===== src/design/hole_fit_allocator_assert.svh =====
// Assertion macros used by the allocator RTL.
`ifndef HOLE_FIT_ALLOCATOR_ASSERT_SVH
`define HOLE_FIT_ALLOCATOR_ASSERT_SVH

// Same-cycle implication, checked outside reset.
`define HFA_ASSERT_SAME(label, clk, rst, ante, cons, msg) \
  label: assert property (@(posedge clk) disable iff (rst) (ante) |-> (cons)) \
    else $error(msg);

// Next-cycle implication, checked outside reset.
`define HFA_ASSERT_NEXT(label, clk, rst, ante, cons, msg) \
  label: assert property (@(posedge clk) disable iff (rst) (ante) |=> (cons)) \
    else $error(msg);

`endif


===== src/design/hfa_pkg.sv =====
`timescale 1ns / 1ps
`default_nettype none

package hfa_pkg;

  // Input word
  typedef struct packed {
    logic        action;
    logic [6:0]  hole_index;
    logic [15:0] hole_size;
    logic [15:0] request_size;
  } hfa_in_t;

  // Result word
  typedef struct packed {
    logic        found;
    logic [6:0]  chosen_index;
    logic [15:0] leftover_size;
  } hfa_out_t;

  // Action codes
  localparam logic ACT_LOAD  = 1'b0;
  localparam logic ACT_ALLOC = 1'b1;

  // Register indexes
  localparam logic REG_STRATEGY   = 1'b0;
  localparam logic REG_HOLE_COUNT = 1'b1;

  localparam logic [7:0] HOLE_COUNT_RESET = 8'd100;

  // Reach of the 7-bit hole index
  localparam int INDEX_REACH = 128;

  typedef enum logic [1:0] {
    STRAT_FIRST = 2'd0,
    STRAT_NEXT  = 2'd1,
    STRAT_BEST  = 2'd2,
    STRAT_WORST = 2'd3
  } strat_t;

  typedef enum logic [1:0] {
    ST_IDLE,
    ST_SCAN,
    ST_DONE
  } state_t;

endpackage

`default_nettype wire


===== src/design/hole_fit_allocator.sv =====
`timescale 1ns / 1ps
`default_nettype none
// Load: written straight into the table, no result; busy stays low.
// Allocate: n = min(hole_count, table depth); the scan reads one hole per cycle
// through the table's single read port, so done pulses once the last hole read
// has been judged; the next word is taken once the block is idle again.
// Synchronous reset: strategy first fit, hole_count 100, all holes zero,
// next-fit pointer zero; the result strobe has no stall.
`include "hole_fit_allocator_assert.svh"

module hole_fit_allocator import hfa_pkg::*; #(
  parameter int MAX_HOLES = 128,
  parameter int SIZE_BITS = 16
) (
  input  wire logic     clk,
  input  wire logic     rst,
  input  wire logic     start,
  output logic          busy,
  input  wire hfa_in_t  cmd,
  output logic          done,
  output hfa_out_t      result,
  input  wire logic     cfg_we,
  input  wire logic     cfg_index,
  input  wire logic [7:0] cfg_data
);

  localparam int DEPTH = (MAX_HOLES < INDEX_REACH) ? MAX_HOLES : INDEX_REACH;
  localparam int IDX_W = $clog2(DEPTH);
  localparam int CNT_W = $clog2(DEPTH + 1);
  localparam int CW    = (SIZE_BITS > 16) ? SIZE_BITS : 16;

  state_t               state, state_next;
  strat_t               strategy;
  logic [7:0]           hole_count;
  logic [IDX_W-1:0]     nfs, nfs_next;
  logic [CNT_W-1:0]     n_cnt, n_next;
  logic [CNT_W-1:0]     k, k_next;
  logic [IDX_W-1:0]     addr, addr_next;
  logic                 pending, pending_next;
  logic [IDX_W-1:0]     cmp_idx, cmp_idx_next;
  logic [15:0]          req, req_next;
  logic                 found, found_next;
  logic [IDX_W-1:0]     hit_idx, hit_next;
  logic [SIZE_BITS-1:0] best_left, best_next;

  logic                 wr_en;
  logic [IDX_W-1:0]     wr_addr;
  logic [SIZE_BITS-1:0] wr_data;
  logic [SIZE_BITS-1:0] rd_entry;

  logic [CNT_W-1:0]     n_clamp;
  logic [CNT_W-1:0]     addr_inc;
  logic [CW-1:0]        entry_ext, req_ext, left_full, size_ext, left_out;
  logic [SIZE_BITS-1:0] left;
  logic                 fits, better;

  hfa_hole_table #(
    .DEPTH     (DEPTH),
    .IDX_W     (IDX_W),
    .SIZE_BITS (SIZE_BITS)
  ) u_table (
    .clk      (clk),
    .rst      (rst),
    .wr_en    (wr_en),
    .wr_addr  (wr_addr),
    .wr_data  (wr_data),
    .rd_addr  (addr),
    .rd_entry (rd_entry)
  );

  // Configuration registers
  always_ff @(posedge clk) begin
    if (rst) begin
      strategy   <= STRAT_FIRST;
      hole_count <= HOLE_COUNT_RESET;
    end else if (cfg_we) begin
      unique case (cfg_index)
        REG_STRATEGY:   strategy   <= strat_t'(cfg_data[1:0]);
        REG_HOLE_COUNT: hole_count <= cfg_data;
        default: ;
      endcase
    end
  end

  // Shared compare and subtract unit
  always_comb begin
    entry_ext = CW'(rd_entry);
    req_ext   = CW'(req);
    fits      = (entry_ext >= req_ext);
    left_full = entry_ext - req_ext;
    left      = left_full[SIZE_BITS-1:0];
    case (strategy)
      STRAT_BEST:  better = !found || (left < best_left);
      STRAT_WORST: better = !found || (left > best_left);
      default:     better = !found;
    endcase
  end

  assign n_clamp  = (32'(hole_count) > DEPTH) ? CNT_W'(DEPTH) : CNT_W'(hole_count);
  assign addr_inc = CNT_W'(addr) + CNT_W'(1);
  assign size_ext = CW'(cmd.hole_size);

  // Sequencer: next state, table writes
  always_comb begin
    state_next   = state;
    nfs_next     = nfs;
    n_next       = n_cnt;
    k_next       = k;
    addr_next    = addr;
    pending_next = 1'b0;
    cmp_idx_next = addr;
    req_next     = req;
    found_next   = found;
    hit_next     = hit_idx;
    best_next    = best_left;
    wr_en        = 1'b0;
    wr_addr      = hit_idx;
    wr_data      = best_left;
    unique case (state)
      ST_IDLE: begin
        if (start) begin
          if (cmd.action == ACT_ALLOC) begin
            state_next = ST_SCAN;
            n_next     = n_clamp;
            k_next     = '0;
            addr_next  = (strategy == STRAT_NEXT && CNT_W'(nfs) < n_clamp) ? nfs : '0;
            req_next   = cmd.request_size;
            found_next = 1'b0;
            hit_next   = '0;
            best_next  = '0;
          end else if (32'(cmd.hole_index) < DEPTH) begin
            wr_en   = 1'b1;
            wr_addr = cmd.hole_index[IDX_W-1:0];
            wr_data = size_ext[SIZE_BITS-1:0];
          end
        end
      end
      ST_SCAN: begin
        // Issue the next read, wrapping at the searched count
        if (k < n_cnt) begin
          k_next       = k + CNT_W'(1);
          addr_next    = (addr_inc == n_cnt) ? '0 : addr_inc[IDX_W-1:0];
          pending_next = 1'b1;
        end else begin
          state_next = ST_DONE;
        end
        // Judge the entry read last cycle
        if (pending && fits && better) begin
          found_next = 1'b1;
          hit_next   = cmp_idx;
          best_next  = left;
        end
      end
      ST_DONE: begin
        state_next = ST_IDLE;
        if (found) begin
          wr_en = 1'b1;
          if (strategy == STRAT_NEXT) begin
            nfs_next = hit_idx;
          end
        end
      end
      default: state_next = ST_IDLE;
    endcase
  end

  always_ff @(posedge clk) begin
    if (rst) begin
      state   <= ST_IDLE;
      nfs     <= '0;
      pending <= 1'b0;
      found   <= 1'b0;
      hit_idx <= '0;
      k       <= '0;
      n_cnt   <= '0;
      addr    <= '0;
    end else begin
      state   <= state_next;
      nfs     <= nfs_next;
      pending <= pending_next;
      found   <= found_next;
      hit_idx <= hit_next;
      k       <= k_next;
      n_cnt   <= n_next;
      addr    <= addr_next;
    end
  end

  always_ff @(posedge clk) begin
    cmp_idx   <= cmp_idx_next;
    req       <= req_next;
    best_left <= best_next;
  end

  // Drive the result word during the done cycle
  assign left_out             = CW'(best_left);
  assign busy                 = (state != ST_IDLE);
  assign done                 = (state == ST_DONE);
  assign result.found         = found;
  assign result.chosen_index  = 7'(hit_idx);
  assign result.leftover_size = left_out[15:0];

  `HFA_ASSERT_SAME(a_scan_bound, clk, rst, state == ST_SCAN, k <= n_cnt,
                   "scan counter passed the searched count")
  `HFA_ASSERT_SAME(a_miss_zero, clk, rst, done && !result.found,
                   result.chosen_index == 7'd0 && result.leftover_size == 16'd0,
                   "miss reported with nonzero fields")
  `HFA_ASSERT_NEXT(a_alloc_busy, clk, rst, start && !busy && cmd.action == ACT_ALLOC,
                   state == ST_SCAN, "allocate did not start a scan")
  `HFA_ASSERT_NEXT(a_done_once, clk, rst, done, !done && !busy,
                   "result strobe held past one cycle")
  `HFA_ASSERT_SAME(a_hit_range, clk, rst, done && result.found,
                   CNT_W'(hit_idx) < n_cnt, "hit index outside searched holes")

endmodule

`default_nettype wire


===== src/design/hfa_hole_table.sv =====
`timescale 1ns / 1ps
`default_nettype none

module hfa_hole_table import hfa_pkg::*; #(
  parameter int DEPTH     = 128,
  parameter int IDX_W     = 7,
  parameter int SIZE_BITS = 16
) (
  input  wire logic                 clk,
  input  wire logic                 rst,
  input  wire logic                 wr_en,
  input  wire logic [IDX_W-1:0]     wr_addr,
  input  wire logic [SIZE_BITS-1:0] wr_data,
  input  wire logic [IDX_W-1:0]     rd_addr,
  output logic      [SIZE_BITS-1:0] rd_entry
);

  logic [SIZE_BITS-1:0] mem [DEPTH];
  logic [DEPTH-1:0]     valid;
  logic [SIZE_BITS-1:0] rd_data;
  logic                 rd_valid;

  // Write the entry and its valid bit
  always_ff @(posedge clk) begin
    if (wr_en) begin
      mem[wr_addr] <= wr_data;
    end
  end

  always_ff @(posedge clk) begin
    if (rst) begin
      valid <= '0;
    end else if (wr_en) begin
      valid[wr_addr] <= 1'b1;
    end
  end

  // Registered read; an entry never written reads as zero
  always_ff @(posedge clk) begin
    rd_data  <= mem[rd_addr];
    rd_valid <= valid[rd_addr];
  end

  assign rd_entry = rd_valid ? rd_data : '0;

endmodule

`default_nettype wire

===== config.mk =====
export PLATFORM = sky130hd
export DESIGN_NAME = hole_fit_allocator
export DESIGN_NICKNAME = d
export VERILOG_FILES = /design/src/design/hfa_pkg.sv /design/src/design/hole_fit_allocator.sv /design/src/design/hfa_hole_table.sv
export VERILOG_INCLUDE_DIRS = /design/src /design/src/design
export SDC_FILE = /design/constraint.sdc
export NUM_CORES = 2
export LEC_CHECK = 0
export BUFFER_PORTS_ARGS = -buffer_cell sky130_fd_sc_hd__buf_2
export CAP_MARGIN = 25
export CORE_AREA = 2 2 426 428
export CTS_CLUSTER_DIAMETER = 120
export DETAILED_ROUTE_END_ITERATION = 16
export DIE_AREA = 0 0 428 430
export GPL_ROUTABILITY_DRIVEN = 0
export PLACE_DENSITY = 0.75
export REMOVE_ABC_BUFFERS = 1
export SYNTH_ARGS = -nofsm -noshare
export SYNTH_HDL_FRONTEND = slang
export SYNTH_SLANG_ARGS = --single-unit

===== constraint.sdc =====
create_clock -name clk -period 22.2 [get_ports clk]
set_clock_uncertainty 0.2 [all_clocks]
set_input_delay 1.11 -clock clk [delete_from_list [all_inputs] [get_ports clk]]
set_output_delay 1.11 -clock clk [all_outputs]
set_load 0.05 [all_outputs]

# Word-level counts from Yosys, hierarchy flattened
# Memories as Yosys holds them, arrays and structs flattened. A register that Yosys moved wholly into a read port is not among the register bits.
# Index checks and enable logic that the tools add are counted.
# word_totals
mem_bits_rw,2048
wordCells,106
ff_bits,219
mem_count,1
# classes
n_eq_ne,11
n_reduce_logical,18
add_sub_neg,3
bitwise,3
n_mux,46
n_lt_le_gt_ge,9
# memory_table
memory,depth,width,rd,rd_clocked_by_memory_dff,wr,line,text
u_table.mem,128,16,1,1,1,hfa_hole_table.sv:18,logic [SIZE_BITS-1:0] mem [DEPTH];
# op_table
cell,count
OR 128 bit,1
two-way mux 16 bit,7
two-way mux 7 bit,11
two-way mux 8 bit,4
case mux 16 bit (2 select lines),1
case mux 7 bit (2 select lines),2
>= comparator 16 bit,1
> comparator 16 bit,1
less-than comparator 16 bit,1
less-than comparator 7 x 8 -> 1 bit (second input constant),2
case mux 8 bit (2 select lines),1
subtractor 16 bit,1
two-way mux 1 bit,11
!= test 2 bit (second input constant),5
AND reduction 3 bit,3
adder 7 x 1 -> 8 bit (second input constant),1
adder 8 x 1 -> 8 bit (second input constant),1
== test 8 bit,1
> comparator 8 bit (second input constant),1
less-than comparator 7 x 8 -> 1 bit,1
less-than comparator 8 bit,1
AND reduction 4 bit,2
binary-select mux 1 bit (select 7 bit),1
demux 1 bit (select 7 bit),1
other kinds (14),28

# Depth between registers and ports, before layout
# depth
ltp_word,8
depth_mapped,20

# Modules after synthesis
# From an unflattened synthesis, not the netlist that was laid out.
# hier_totals
cells_unflattened,4186
hier_area_um2,88880.2
# modules_own_cells
module,seq_area_each_um2,cells_each,instances,area_per_inst_um2
hfa_hole_table,64401.8,3580,1,83488.8
hole_fit_allocator,2122.0,606,1,5391.4

# Least setup slack after synthesis
# OpenSTA, ideal clock, no wires.
# synth_path
kind,input to register
from,input start
to,memory u_table.mem[0][15] (data pin)
setup_slack_ns,13.913
arrival_time_ns,6.889
cell_stages,6
path_cell_list,nand2_1 nor2_1 clkbuf_1 buf_1 clkbuf_1 o21ai_0
# synth_between
elab_chain_len,2
# synth_rtl
item,line,text
from (decl),hole_fit_allocator.sv:17,"input wire logic start,"
two-way mux 16 bit,hole_fit_allocator.sv:121,if (start) begin
two-way mux 16 bit,hole_fit_allocator.sv:119,unique case (state)
net u_table.wr_data[15],hfa_hole_table.sv:13,"input wire logic [SIZE_BITS-1:0] wr_data,"
to (decl),hfa_hole_table.sv:18,
# The timed path passes the listed nets, and every way through them passes these cells.

==> flow_summary.json <==
{
  "status": "finished clean",
  "globalRouteOverflowTotal": 0,
  "antenna_found_initial": 3,
  "synth_cell_types": 51,
  "cts-root-buf": "clkbuf_16",
  "grt_pass1_vias": 45678,
  "worst_pin_slew_ns": 1.150,
  "synth.avg_cell_area_sq_um": 20.18,
  "hold_viol": 0,
  "hold_slack_ns": 0.2340,
  "ys_warn_count": 0,
  "seqPwrFrac_pct": 52.3,
  "yosysSeqAreaShare_pct": 74.66,
  "ys_async_sr_fraction_pct": 0,
  "intPower_uw": 7088,
  "p_sw_share_pct": 22.72,
  "postSynthCellCount": 4416,
  "grt_util_met2_pct": 37.63,
  "seq_area_sq_um": 66540,
  "start_kind": "flop",
  "multi_input_area_sq_um": 21650,
  "rows": 156,
  "crit_chain": "buf_12 -> buf_4 -> buf_12 -> buf_4 -> mux4_2 -> mux4_2 -> mux2i_1 -> o211ai_1",
  "numCtsBuffers": 215,
  "grt-busiest-layer": "met2",
  "min_period_ns": 6.130,
  "core_area_sq_um": 179800,
  "p_per_area_nw_per_um2": 91.07,
  "ant_nets": 0,
  "via_per_inst": 6.344,
  "clk_pin_slew_ns": 0.06,
  "io_pins": 79,
  "cts_max_level": 4,
  "drv_slew": 0,
  "avgRoutedWirePerCell_um": 30.61,
  "clockBufferDepth": 3,
  "clkPwrFrac_pct": 39.6,
  "grt_max_degree": 99,
  "cp_data_required_time_ns": 22.70,
  "first_pass_iters": 6,
  "die_area_sq_um": 184000,
  "fmax_mhz": 163.1,
  "cp-end-kind": "flop",
  "yosysTopAreaCellShare_pct": 70.10,
  "wirelength_um": 221800,
  "grt_util_met3_pct": 5.297,
  "syn_to_final_growth_pct": 13.03,
  "cts_resized": 0,
  "min_path_type": "in2reg",
  "insertion_delay_ns": 0.86,
  "use_met1_pct": 33.57,
  "cp_max_fo": 93,
  "relSlewSlack_pct": 22.65,
  "post-route-period-util_pct": 27.61,
  "max-cap-violations": 0,
  "ir_worst_vdd_uv": 82.95,
  "nets": 4801,
  "setup_viol": 0,
  "netlist_area_sq_um": 89110,
  "final_util_pct": 56.03,
  "die_h_um": 430,
  "io_buffers": 78,
  "p_switching_uw": 2084,
  "fillers": 12828,
  "synth_area_leader_cell": "edfxtp_1",
  "synth_commonest_cells": "edfxtp_1, mux4_2, nor2_1",
  "dpl.hpwl_um": 130000,
  "yosys_most_used_dff": "edfxtp_1",
  "power_frac_comb_pct": 8.0,
  "crit_type": "reg2reg",
  "ys_ff_latch": 2283,
  "grt_pass1_wl_um": 320400,
  "cts_sinks": 2283,
  "leakagePower_uw": 0.03136,
  "cp.arrival_ns": 6.63,
  "drcViolationCount": 0,
  "first_iter_violations": 6640,
  "r2r_setup_slack_ns": 16.07,
  "vias": 45965,
  "yosysMostFrequentCell": "edfxtp_1",
  "start_util_pct": 49.57,
  "crit_path_top_delay_cell": "dfxtp_4",
  "tritoncts": "yes",
  "ys_top_cells_by_area": "edfxtp_1, mux4_2, dfxtp_1, mux2i_1, nor2_1",
  "slowest_delay_ns": 0.88,
  "track_usage_pct": 23.98,
  "rsz0062_at_grt": "false",
  "synth_edf_count": 2080,
  "ctsHoldBuffers": 0,
  "drive_gt1_share_pct": 25.58,
  "die_w_um": 428,
  "cts_setup_buffers": 0
}
[metrics by stage]
stage                     cells  setup slack (ns)  setup TNS [ns]  instance area [sq um]  total power, uW
after global placement     6823             15.64               0                  93270             5600
final                      7245             16.07               0                 100700             9172
after global routing       7244             15.50               0                 100700             9413
after CTS                  7233             15.84               0                 100500             9207
after floorplan            4172            -3.489          -62.52                  88090             5765
after detailed placement   6841             15.91               0                  93540             5617
[power groups by stage]
stage | registers, uW | logic, uW | clock network [uW]
floorplan | 4990 | 773 | 0
global placement | 4890 | 708 | 0
detailed placement | 4890 | 726 | 0
CTS | 4800 | 731 | 3680
global route | 4800 | 775 | 3840
finish | 4800 | 735 | 3640
[cell usage in the layout (no fill, tap or decap), drive strengths merged, types with 59 or more instances in the layout]
master and n:
o22ai 74, dfxtp 203, a21oi 163, clkbuf 266
nor2 299, mux4 595, clkinv 88, mux2i 201
nand2 68, edfxtp 2080, buf 308, inv 59
[state kept, by name, summed over array words and instances, names as in the netlist, 7 cells and up]
signal	count
u_table.mem	2048
u_table.valid	128
best_left	16
req	16
u_table.rd_data	16
hole_count	8
k	8
n_cnt	8
addr	7
cmp_idx	7
hit_idx	7
nfs	7
[critical path, delay by kind of cell, from the launching register on]
family | cells | cell delay [ns]
mux | 3 | 1.67
compound gates | 1 | 0.15
buf+inv | 4 | 2.82
flops | 1 | 0.88
[kinds of logic (layout without fill, tap and decap cells)]
logic type	after synthesis	after routing	share of synthesized area, %
mux	803	803	17.39
other cells	0	1	0
buf+inv	296	754	1.354
compound gates	415	415	2.881
xor+xnor	32	32	0.3230
flops	2283	2283	74.66
fa+ha+maj	49	49	0.6965
simple gates	538	538	2.703
[metal layers]
metal  part of all wire [%]  wire (um)
met1                     38      83930
met2                     48     105500
met3                     11      24800
met4                    3.4       7545
met5                 0.0059         13
[path summary, 6_finish.rpt]
path | end | cells past startpoint | start
hold / removal | req[4] | 1 | cmd[4]
setup reg to reg | u_table.rd_data[10] | 8 | addr[0]
hold reg to reg | hit_idx[2] | 2 | cmp_idx[2]
setup / recovery | u_table.rd_data[10] | 8 | addr[0]
[cell type report]
class,count,share of cell area (%)
diodes,1,0.002485
clock buffers,264,5.534
clock inverters,128,1.409
inverters,52,0.1938
multi-input cells,1837,21.50
flip-flops and latches,2283,66.06
well taps,2370,2.944
repair buffers,310,2.355
No activity file was read; power rests on OpenSTA's default activity.
